$ cat config.mk
export PLATFORM = sky130hd
export DESIGN_NAME = framed_command_parser_crc16_core
export DESIGN_NICKNAME = d
export VERILOG_FILES = /design/src/rtl/core/fcp_pkg.sv /design/src/rtl/core/fcp_crc16_byte.sv /design/src/rtl/core/framed_command_parser_crc16_core.sv
export SDC_FILE = /design/constraint.sdc
export NUM_CORES = 1
export LEC_CHECK = 0
export BUFFER_PORTS_ARGS = -buffer_cell sky130_fd_sc_hd__buf_2
export CORE_ASPECT_RATIO = 0.7
export CORE_UTILIZATION = 45
export CTS_CLUSTER_DIAMETER = 100
export DETAILED_ROUTE_END_ITERATION = 10
export HOLD_SLACK_MARGIN = 0.06
export SYNTH_ARGS = -nofsm -noshare
export SYNTH_HDL_FRONTEND = slang
export SYNTH_SLANG_ARGS = --single-unit
$ cat constraint.sdc
create_clock -name clock -period 5.2 [get_ports clock]
set_input_delay 1.04 -clock clock [delete_from_list [all_inputs] [get_ports clock]]
set_output_delay 1.04 -clock clock [all_outputs]
set_load 0.01 [all_outputs]
$ cat src/rtl/core/fcp_pkg.sv
`timescale 1ns / 1ps
// ----------------------------------------------------------------------------
// fcp_pkg
// shared types and constants of the framed command parser
// ----------------------------------------------------------------------------
package fcp_pkg;

   typedef logic [7:0]  octet_type;
   typedef logic [15:0] crc_type;

   // start-of-frame pattern
   localparam octet_type START_FIRST  = 8'hA5;
   localparam octet_type START_SECOND = 8'h5A;

   // crc-16/modbus, reflected form
   localparam crc_type CRC_POLY = 16'hA001;
   localparam crc_type CRC_INIT = 16'hFFFF;

   // result status codes
   localparam logic STATUS_GOOD    = 1'b0;
   localparam logic STATUS_CRC_ERR = 1'b1;

endpackage

$ cat src/rtl/core/fcp_crc16_byte.sv
`timescale 1ns / 1ps
// ----------------------------------------------------------------------------
// fcp_crc16_byte
// one-byte update of a reflected crc-16, eight bit steps, combinational
// ----------------------------------------------------------------------------
module fcp_crc16_byte (
   input  fcp_pkg::crc_type   crc_in,
   input  fcp_pkg::octet_type data_in,
   output fcp_pkg::crc_type   crc_out
);
   import fcp_pkg::*;

   always_comb begin
      crc_type c;
      c = crc_in ^ {8'h00, data_in};
      for (int k = 0; k < 8; k++) begin
         if (c[0]) begin
            c = (c >> 1) ^ CRC_POLY;
         end else begin
            c = c >> 1;
         end
      end
      crc_out = c;
   end

endmodule

$ cat src/rtl/core/framed_command_parser_crc16_core.sv
`timescale 1ns / 1ps
// ----------------------------------------------------------------------------
// framed_command_parser_crc16_core
// byte-serial parser for a fixed-length command frame with crc-16/modbus check
//
//   channel  | ports                          | direction | moves
//   ---------+--------------------------------+-----------+-----------------------
//   req      | req_valid req_stall req_rx_byte| in        | one received byte
//   rsp      | rsp_valid rsp_stall rsp_*      | out       | one parsed frame
//
// one byte per cycle while the response channel does not stall: a request is held
// in the input register, then the parser state, the byte-wide crc update and the
// frame decode run combinationally and land in the state registers and the result register
// a request never yields more than one response; only the last frame byte does
// reset (synchronous, active high) returns to the hunt for the first start byte
// a stalled response holds the result register; a byte then waiting in the
// input register holds as well and the request channel stalls until it moves
// ----------------------------------------------------------------------------
module framed_command_parser_crc16_core #(
   parameter int FRAME_BYTES = 10
) (
   input  logic               clock,
   input  logic               reset,

   input  logic               req_valid,
   output logic               req_stall,
   input  fcp_pkg::octet_type req_rx_byte,

   output logic               rsp_valid,
   input  logic               rsp_stall,
   output logic               rsp_frame_status,
   output fcp_pkg::octet_type rsp_sequence_res,
   output logic               rsp_target_seen,
   output logic signed [15:0] rsp_yaw_delta,
   output logic signed [15:0] rsp_pitch_delta
);
   import fcp_pkg::*;

   // frame layout: two start bytes, payload, little-endian crc at the end
   localparam int CRC_BYTES   = FRAME_BYTES - 2;
   localparam int STORE_DEPTH = FRAME_BYTES - 3;
   localparam int POS_W       = $clog2(FRAME_BYTES + 1);
   localparam int IDX_W       = $clog2(STORE_DEPTH);

   // hunt phases
   localparam logic [1:0] PH_HUNT    = 2'd0;
   localparam logic [1:0] PH_SECOND  = 2'd1;
   localparam logic [1:0] PH_COLLECT = 2'd2;

   localparam logic [POS_W-1:0] POS_ZERO  = '0;
   localparam logic [POS_W-1:0] POS_ONE   = POS_W'(1);
   localparam logic [POS_W-1:0] POS_FIRST = POS_W'(2);
   localparam logic [POS_W-1:0] POS_CRC   = POS_W'(CRC_BYTES);
   localparam logic [POS_W-1:0] POS_STEND = POS_W'(STORE_DEPTH + 2);
   localparam logic [POS_W-1:0] POS_END   = POS_W'(FRAME_BYTES);

   // input register
   logic      in_valid_ff;
   octet_type in_byte_ff;

   // parser state
   logic [1:0]       phase_ff, phase_in;
   logic [POS_W-1:0] pos_ff, pos_in;
   crc_type          crc_ff, crc_in;
   octet_type        store_ff [STORE_DEPTH];

   // result register
   logic      rsp_valid_ff;
   logic      status_ff, status_in;
   octet_type seq_ff, seq_in;
   logic      target_ff, target_in;
   logic [15:0] yaw_ff, yaw_in;
   logic [15:0] pitch_ff, pitch_in;

   logic       advance;
   logic       crc_restart;
   crc_type    crc_src;
   crc_type    crc_next;
   logic       store_we;
   logic [IDX_W-1:0] store_idx;
   logic [POS_W-1:0] pos_inc;
   logic       frame_end;
   crc_type    crc_recv;

   // the held byte moves on when the result register is free or being emptied
   assign advance   = in_valid_ff && (!rsp_valid_ff || !rsp_stall);
   assign req_stall = in_valid_ff && !advance;

   always_ff @(posedge clock) begin
      if (reset) begin
         in_valid_ff <= 1'b0;
      end else if (!req_stall) begin
         in_valid_ff <= req_valid;
      end
      if (req_valid && !req_stall) begin
         in_byte_ff <= req_rx_byte;
      end
   end

   // a first start byte restarts the crc from its initial value
   assign crc_src = crc_restart ? CRC_INIT : crc_ff;

   fcp_crc16_byte u_crc (
      .crc_in  (crc_src),
      .data_in (in_byte_ff),
      .crc_out (crc_next)
   );

   assign pos_inc   = pos_ff + POS_ONE;
   assign store_idx = IDX_W'(pos_ff - POS_FIRST);
   assign crc_recv  = {in_byte_ff, store_ff[STORE_DEPTH-1]};

   always_comb begin
      phase_in    = phase_ff;
      pos_in      = pos_ff;
      crc_in      = crc_ff;
      crc_restart = 1'b0;
      store_we    = 1'b0;
      frame_end   = 1'b0;
      case (phase_ff)
         PH_HUNT: begin
            crc_restart = 1'b1;
            if (in_byte_ff == START_FIRST) begin
               phase_in = PH_SECOND;
               pos_in   = POS_ONE;
               crc_in   = crc_next;
            end
         end
         PH_SECOND: begin
            if (in_byte_ff == START_SECOND) begin
               phase_in = PH_COLLECT;
               pos_in   = POS_FIRST;
               crc_in   = crc_next;
            end else if (in_byte_ff == START_FIRST) begin
               // repeated first start byte: keep waiting, crc over this byte only
               crc_restart = 1'b1;
               pos_in      = POS_ONE;
               crc_in      = crc_next;
            end else begin
               phase_in = PH_HUNT;
               pos_in   = POS_ZERO;
               crc_in   = CRC_INIT;
            end
         end
         PH_COLLECT: begin
            if (pos_ff < POS_CRC) begin
               crc_in = crc_next;
            end
            store_we  = (pos_ff >= POS_FIRST) && (pos_ff < POS_STEND);
            pos_in    = pos_inc;
            frame_end = (pos_inc >= POS_END) || (pos_inc == POS_ZERO);
            if (frame_end) begin
               phase_in = PH_HUNT;
               pos_in   = POS_ZERO;
               crc_in   = CRC_INIT;
            end
         end
         default: begin
            // unused phase: drop the byte and start over
            phase_in = PH_HUNT;
            pos_in   = POS_ZERO;
            crc_in   = CRC_INIT;
         end
      endcase
   end

   // decode of a finished frame; mismatch reports zero fields
   always_comb begin
      logic      good;
      crc_type   crc_check;
      crc_check = (pos_ff < POS_CRC) ? crc_next : crc_ff;
      good      = (crc_recv == crc_check);
      if (good) begin
         status_in = STATUS_GOOD;
         seq_in    = store_ff[0];
         target_in = (store_ff[1] != 8'h00);
         yaw_in    = {store_ff[3], store_ff[2]};
         pitch_in  = {store_ff[5], store_ff[4]};
      end else begin
         status_in = STATUS_CRC_ERR;
         seq_in    = '0;
         target_in = 1'b0;
         yaw_in    = '0;
         pitch_in  = '0;
      end
   end

   always_ff @(posedge clock) begin
      if (reset) begin
         phase_ff <= PH_HUNT;
         pos_ff   <= POS_ZERO;
         crc_ff   <= CRC_INIT;
      end else if (advance) begin
         phase_ff <= phase_in;
         pos_ff   <= pos_in;
         crc_ff   <= crc_in;
      end
   end

   // payload bytes, no reset: each entry is written before the frame end reads it
   always_ff @(posedge clock) begin
      if (advance && store_we) begin
         store_ff[store_idx] <= in_byte_ff;
      end
   end

   // result register
   always_ff @(posedge clock) begin
      if (reset) begin
         rsp_valid_ff <= 1'b0;
      end else if (advance && frame_end) begin
         rsp_valid_ff <= 1'b1;
      end else if (!rsp_stall) begin
         rsp_valid_ff <= 1'b0;
      end
      if (advance && frame_end) begin
         status_ff <= status_in;
         seq_ff    <= seq_in;
         target_ff <= target_in;
         yaw_ff    <= yaw_in;
         pitch_ff  <= pitch_in;
      end
   end

   assign rsp_valid        = rsp_valid_ff;
   assign rsp_frame_status = status_ff;
   assign rsp_sequence_res = seq_ff;
   assign rsp_target_seen  = target_ff;
   assign rsp_yaw_delta    = $signed(yaw_ff);
   assign rsp_pitch_delta  = $signed(pitch_ff);

   // while hunting the crc and position sit at their start values
   a_hunt_clean: assert property (@(posedge clock) disable iff (reset)
      (phase_ff == PH_HUNT) |-> (crc_ff == CRC_INIT && pos_ff == POS_ZERO))
      else $error("hunt phase with stale crc or position");

   // waiting for the second start byte always follows exactly one byte
   a_second_pos: assert property (@(posedge clock) disable iff (reset)
      (phase_ff == PH_SECOND) |-> (pos_ff == POS_ONE))
      else $error("second start byte wait at wrong position");

   // collection stays inside the frame
   a_collect_range: assert property (@(posedge clock) disable iff (reset)
      (phase_ff == PH_COLLECT) |-> (pos_ff >= POS_FIRST && pos_ff < POS_END))
      else $error("frame position outside the frame");

   // a finished frame shows up in the result register next cycle
   a_frame_result: assert property (@(posedge clock) disable iff (reset)
      (advance && frame_end) |=> rsp_valid_ff)
      else $error("frame end without a response");

   // stall only when a byte is waiting on a full result register that is stalled
   a_stall_cause: assert property (@(posedge clock) disable iff (reset)
      req_stall |-> (in_valid_ff && rsp_valid_ff && rsp_stall))
      else $error("request stalled without cause");

endmodule
==> run summary, run 1 <==
Syn Inst Count = 499
First-pass GRT wire length = 22000 um
Arrival time at the worst endpoint = 4000 ps
Sequential area share after synthesis = 59.8%
WHS Endpoint = rsp_yaw_delta[6]$_SDFFCE_PP0P_
Most common cell after layout, fill and taps aside = edfxtp_1
Layout cell share with drive strength beyond 1 = 20.2%
Synth warn = 0
Initial antenna violation count = 0
Peak supply drop = 0.225 mV
RSZ-0062 raised after global routing = no
Max cap viols = 0
Vias per Instance = 5.44
Syn nets = 515
Compound-Gate Fraction of Synth Area = 10.6%
Static leakage = 2.32 nW
Clk Latency, worst-skew pair = 410 ps
Worst Reg-to-Reg Cells = 9
CTS root buf = clkbuf_16
# DRC = 0
Flop2flop setup slack = 1460 ps
Ys async rst share = 0%
Setup CP Type = flip-flop to flip-flop
DRT iter0 DRCs = 303
Syn Area/Cell = 12.3 um2
FF-to-FF Start = in_byte_ff[3]$_DFFE_PP_
Post-Syn Area = 6130 um2
RePlAce Congestion = 0.883
Largest family of logic cells by synthesized area = simple AND/OR/NAND/NOR gates
Syn-to-layout area delta = 16.9%
Hold_ws = 514 ps
Final TNS setup = 0 ps
Boundary Pins = 56
Die W = 141 um
Total global routing overflow = 0
Worst Path Required = 5460 ps
Final WS setup = 1460 ps
Max-slew headroom = 38.9%
# rows = 35
Post-CTS setup repair buffer count = 0
Initial Util = 46.3%
Tmin final = 3740 ps
Delay-heaviest family, CP = simple AND/OR/NAND/NOR gates
Die height = 99.6 um
Detailed Route WL = 14000 um
Buffers on Ports = 55
Min-Delay Path Depth = 1
HP Class = flip-flop to flip-flop
Die area = 14100 um2
Post-synth EDFFs = 106
CP max stage delay = 810 ps
Slowest-stage cell, CP = edfxtp_1
Mux contribution to synthesized area = 1.37%
Simple-gate share of the synthesized area = 16.8%
Clk buf depth = 2
Post-Synth XOR/XNOR Area = 7.72%
Final Cell Area = 7160 um2
Post-route ant nets = 0
Vias in the first global route = 3933
Clk pin slew, worst setup/hold paths = 60 ps
Most frequent cells in the layout = edfxtp_1 (106), buf_2 (55), and2_1 (42), a21oi_1 (29), nor2_1 (29)
Core ar. = 13200 um2
Worst Tran Pin Value = 913 ps
Drt pass-1 iters = 6
CTS tree = done
P per Cell Area = 354 nW/um2
Post_cts resized = 0
Placed Area = 6560 um2
FF-to-FF End = rsp_target_seen$_SDFFCE_PP0P_
Largest net degree at the start of global routing = 43
Layout net count = 572
Gr usage total = 21.5%
Fin crit share = 71.9%
CP Launch Type = flip-flop
Cell variety after synth = 69
CTS buffer count = 17
WP buf/inv = 0
Ys flop type = edfxtp_1
Slew Viols, Final = 0
CTS Hold Bufs = 0
Hold Crit Start = store_ff[2][6]$_DFFE_PP_
Vias = 4096
Routed len/inst = 18.6 um
Fmax = 268 MHz
Clock skew = 9.61 ps
Status = completed
CP Capture Type = flip-flop
Synth Area in Adders = 0.817%
Post-DP HPWL = 9590 um
Clk sink count = 130
Fin util = 54.2%
H-tree depth = 4
Cell Chain, Critical Path = nand4bb_4 > nor2_1 > a221oi_2 > nand2_1 > xnor3_2 > or4b_1 > nand3_1 > o211a_4 > a21boi_1
Yosys reg bits = 130
Crit path max fanout = 42
Pre-CTS setup slack = 1470 ps
Final hold vios = 0
Antenna Cells = 0
# setup viols final = 0
==> power by group <==
part,internal (W),switching [W]
logic,0.0000766,0.0000745
clock network,0.000760,0.000466
registers,0.00113,0.0000286
==> layout make-up <==
type / instances / area [um2]
clock buffer: 17 / 425
clock inverter: 14 / 179
fill: 1139 / 6060
inverter: 12 / 45.0
multi-input combinational: 333 / 2290
sequential: 130 / 3660
tap: 185 / 231
timing repair buffer: 62 / 328
==> registers in the layout, indices dropped and copies added, names as in the netlist <==
register,count
rsp_yaw_delta,16
crc_ff,16
rsp_frame_status,1
in_byte_ff,8
rsp_sequence_res,8
in_valid_ff,1
rsp_pitch_delta,16
store_ff,56
pos_ff,4
rsp_valid,1
rsp_target_seen,1
phase_ff,2
==> Yosys cell counts, types with 11 or more instances <==
cell type | n | share of area [%]
edfxtp_1 | 106 | 52
and2_1 | 42 | 4.3
nor2_1 | 30 | 1.8
a21oi_1 | 29 | 2.4
nand2_1 | 26 | 1.6
dfxtp_1 | 24 | 7.8
xnor2_1 | 24 | 3.4
nand2b_1 | 18 | 1.8
o21ai_0 | 17 | 1.4
nor3_1 | 16 | 1.3
xor2_1 | 15 | 2.1
clkbuf_1 | 12 | 0.73
inv_1 | 11 | 0.67
o22ai_1 | 11 | 1.1
==> how the worst max path moves through the flow <==
stage	from	to	slack (ps)	depth (start not counted)
final	in_byte_ff[3]$_DFFE_PP_	rsp_target_seen$_SDFFCE_PP0P_	1460	9
after CTS	in_byte_ff[3]$_DFFE_PP_	rsp_target_seen$_SDFFCE_PP0P_	1450	9
after detailed placement	in_byte_ff[3]$_DFFE_PP_	rsp_target_seen$_SDFFCE_PP0P_	1470	9
after global placement	in_byte_ff[4]$_DFFE_PP_	rsp_target_seen$_SDFFCE_PP0P_	1500	9
after global routing	in_byte_ff[3]$_DFFE_PP_	rsp_target_seen$_SDFFCE_PP0P_	1230	9
after floorplan	pos_ff[1]$_SDFFE_PP0P_	rsp_frame_status$_DFFE_PP_	1170	9
==> layer usage <==
metal	GRT usage (%)	routed length [um]	part of all wire (%)	vias up
met5	0	0	0	-
met4	6.87	121	0.86	0
met3	6.36	751	5.4	13
met2	30.8	6130	44	130
met1	31.2	7020	50	1994
li1	-	-	-	1959
==> cell families after synthesis <==
| family | after synthesis |
|---|---|
| AND/OR/NAND/NOR | 179 |
| buffers and inverters | 36 |
| flip-flops | 130 |
| XOR/XNOR | 45 |
| multiplexers | 8 |
| AO/OA/AOI/OAI | 97 |
| adder cells (fa/ha/maj) | 4 |
==> stage by stage <==
| stage | std cells | total power (W) |
|---|---|---|
| 6_report | 753 | 0.00253 |
| 5_1_grt | 753 | 0.00261 |
| 4_1_cts | 753 | 0.00255 |
| 3_5_place_dp | 722 | 0.00133 |
| 3_3_place_gp | 722 | 0.00133 |
| 2_1_floorplan | 499 | 0.00129 |
Power figures use the tool's default switching activity.
==> run 2: changes to the inputs <==
ABC_AREA = 1   (was unset)
clock period = 3.67 ns   (was 5.2 ns; I/O delays follow)
==> run 2 against run 1 <==
Effect of this change:
- area after synthesis fell by 1.6%
- critical path type unchanged
- largest power group is now sequential cells
- first-iteration DRC count increased by 15%
- power increased by 29%
- clock power is 24% higher
- cell count rose by 16%
- register-to-register slack lost 1200 ps
- sequential share of layout area rose by 0.24 points
- wire length grew 3.3%
- die area down 1.6%
==> run summary, run 2 <==
Vias per Instance = 5.21 (-4.3%)
P per Cell Area = 458 nW/um2 (+29%)
CP Launch Type = flip-flop
First-pass GRT wire length = 23300 um (+5.9%)
Combinational fraction of design power = 4.4% (-1.6 points)
Fill cell count = 1079 (-5.3%)
Gr usage total = 22.8% (+1.3 points)
# setup viols final = 0 (unchanged)
H-tree depth = 4 (unchanged)
Setup CP Type = flip-flop to flip-flop
Post-Syn Area = 6030 um2 (-1.6%)
Multi-input logic area = 1900 um2 (-17%)
Initial antenna violation count = 0 (unchanged)
Arrival time at the worst endpoint = 3710 ps (-290 ps)
Max cap viols = 0 (unchanged)
Layout net count = 712 (+24%)
Vias = 4534 (+11%)
Peak supply drop = 0.325 mV (+44%)
Top cells by count, synth = nand2_1 (151), edfxtp_1 (106), inv_1 (89)
Fmax = 291 MHz (+8.7%)
Post-route ant nets = 0 (unchanged)
CTS Hold Bufs = 0 (unchanged)
Total global routing overflow = 0 (unchanged)
Most common cell after layout, fill and taps aside = nand2_1
Static leakage = 3.19 nW (+37%)
Status = completed
Clk pin slew, worst setup/hold paths = 60 ps (about the same)
Fin crit share = 93.7% (+22 points)
Reg area = 3660 um2 (unchanged)
Syn Inst Count = 618 (+24%)
Ys async rst share = 0% (unchanged)
HP Class = input port to flip-flop
Post-synth top area cell = edfxtp_1
Clk buf depth = 2 (unchanged)
Final TNS setup = 0 ps (unchanged)
Antenna Cells = 0 (unchanged)
Post_cts resized = 0 (unchanged)
CP Capture Type = flip-flop
Most frequent cells in the layout = nand2_1 (151), edfxtp_1 (106), inv_1 (89), buf_2 (55)
# DRC = 0 (unchanged)
Area contributors post-synth = edfxtp_1 (53%), nand2_1 (9.4%), dfxtp_1 (8.0%)
Core ar. = 12700 um2 (-3.8%)
Internal power = 0.00250 W (+27%)
Syn-to-layout area delta = 18.2%
CTS buffer count = 17 (unchanged)
Routed len/inst = 16.6 um (-11%)
Sw power = 0.000759 W (+33%)
Syn Area/Cell = 9.76 um2 (-21%)
Drt pass-1 iters = 5 (-1)
Post-synth EDFFs = 106 (unchanged)
Register share of total power = 48.9% (+3.2 points)
Worst Path Required = 3940 ps (-1520 ps)
Clock Power Share = 46.8% (-1.6 points)
Syn nets = 634 (+23%)
Clk Latency, worst-skew pair = 410 ps (about the same)
Most numerous cell in the Yosys netlist = nand2_1
CTS root buf = clkbuf_16
Post-DP HPWL = 10100 um (+5.2%)
Final hold vios = 0 (unchanged)
Max reg flops = 56 (unchanged)
Ys flop type = edfxtp_1
RePlAce Congestion = 0.918 (+3.9%)
Yosys reg bits = 130 (unchanged)
RSZ-0062 raised after global routing = no
Die height = 98.9 um (-0.78%)
Hold_ws = 492 ps (-22.1 ps)
Crit path max fanout = 42 (unchanged)
Buffers on Ports = 55 (unchanged)
Tmin final = 3440 ps (-298 ps)
Initial Util = 47.4% (+1.1 points)
Detailed Route WL = 14500 um (+3.3%)
Max-slew headroom = 53.5% (+15 points)
DRT iter0 DRCs = 349 (+15%)
Post-CTS setup repair buffer count = 0 (unchanged)
Worst Tran Pin Value = 696 ps (-217 ps)
Clk sink count = 130 (unchanged)
Largest Register = store_ff
Slew Viols, Final = 0 (unchanged)
Clock skew = 16.2 ps (+6.64 ps)
Largest net degree at the start of global routing = 44 (+2.3%)
Boundary Pins = 56 (unchanged)
Die area = 13900 um2 (-1.6%)
Vias in the first global route = 4389 (+12%)
Switching portion of total power = 23.3% (+0.79 points)
# rows = 34 (-2.9%)
Cell variety after synth = 37 (-46%)
CTS tree = done
Die W = 140 um (-0.79%)
Top-area cell type share of the netlist area = 52.8% (+0.84 points)
Layout cell share with drive strength beyond 1 = 22.8% (+2.6 points)
Sequential area share after synthesis = 60.7% (+0.97 points)
Synth warn = 0 (unchanged)
run 2: cell families (layout without fill, tap and decap cells):
logic type / count (synthesis) / count (layout) / share of synthesized area, %
simple gates: 299 / 299 / 23.1
flops: 130 / 130 / 60.7
buf+inv: 113 / 204 / 7.80
compound gates: 63 / 63 / 6.24
xor+xnor: 9 / 9 / 1.31
fa+ha+maj: 4 / 4 / 0.830
run 2: worst paths after layout:
kind	startpoint	to	slack (ps)	cells past startpoint
worst min-delay path	req_rx_byte[5]	in_byte_ff[5]$_DFFE_PP_	490	1
worst max-delay path	in_byte_ff[4]$_DFFE_PP_	rsp_pitch_delta[15]$_SDFFCE_PP0P_	230	19
worst min register to register	crc_ff[6]$_SDFFE_PP1P_	crc_ff[6]$_SDFFE_PP1P_	520	1
worst max register to register	in_byte_ff[4]$_DFFE_PP_	rsp_pitch_delta[15]$_SDFFCE_PP0P_	230	19
run 2: layout make-up:
cell class | instances | share of cell area, %
Clock buffer | 18 | 6.02
Clock inverter | 14 | 1.51
Inverter | 95 | 5.00
Multi-Input combinational cell | 375 | 26.7
Sequential cell | 130 | 51.4
Tap cell | 162 | 2.84
Timing Repair Buffer | 77 | 6.53
run 2: layer usage:
metal  vias to the layer above  wire [um]  part of all wire, %  global-route usage, %
met1                      2106       7240                   50                   33.5
met4                         0        230                  1.6                   6.93
li1                       2207          -                    -                      -
met3                        19       1290                  8.9                   7.34
met5                         -          0                    0                      0
met2                       202       5730                   40                   31.8
run 2: critical path: stages (launching register included):
cell and delay, ps:
edfxtp_1 380, inv_1 180, nand2_1 90, nor2_2 160, nand3_4 220, nand2_4 180, inv_2 90, nand3_2 70
nand2_1 80, nand2_1 80, nand2_1 100, o21ai_0 480, xor2_1 250, nand2_1 80, nor2_1 110, nand3_1 130
nor2_2 150, nand3_4 80, buf_12 190, nor2_2 130
run 2: power groups by stage:
stage | Clock, W | Combinational [W] | Sequential [W]
3_3_place_gp | 0 | 0.000140 | 0.00163
5_1_grt | 0.00162 | 0.000157 | 0.00159
6_report | 0.00153 | 0.000142 | 0.00159
2_1_floorplan | 0 | 0.0000826 | 0.00163
4_1_cts | 0.00156 | 0.000139 | 0.00159
3_5_place_dp | 0 | 0.000138 | 0.00163
run 2: stage by stage:
step           instance area (um2)  power [W]  std cells  util [%]  setup WS (ps)
2_1_floorplan                 6030    0.00171        618         -            330
3_3_place_gp                  6590    0.00176        839      51.8            265
3_5_place_dp                  6590    0.00176        839      51.8            352
4_1_cts                       7130    0.00329        871      56.0            339
5_1_grt                       7130    0.00337        871      56.0           3.62
6_report                      7130    0.00326        871      56.0            231
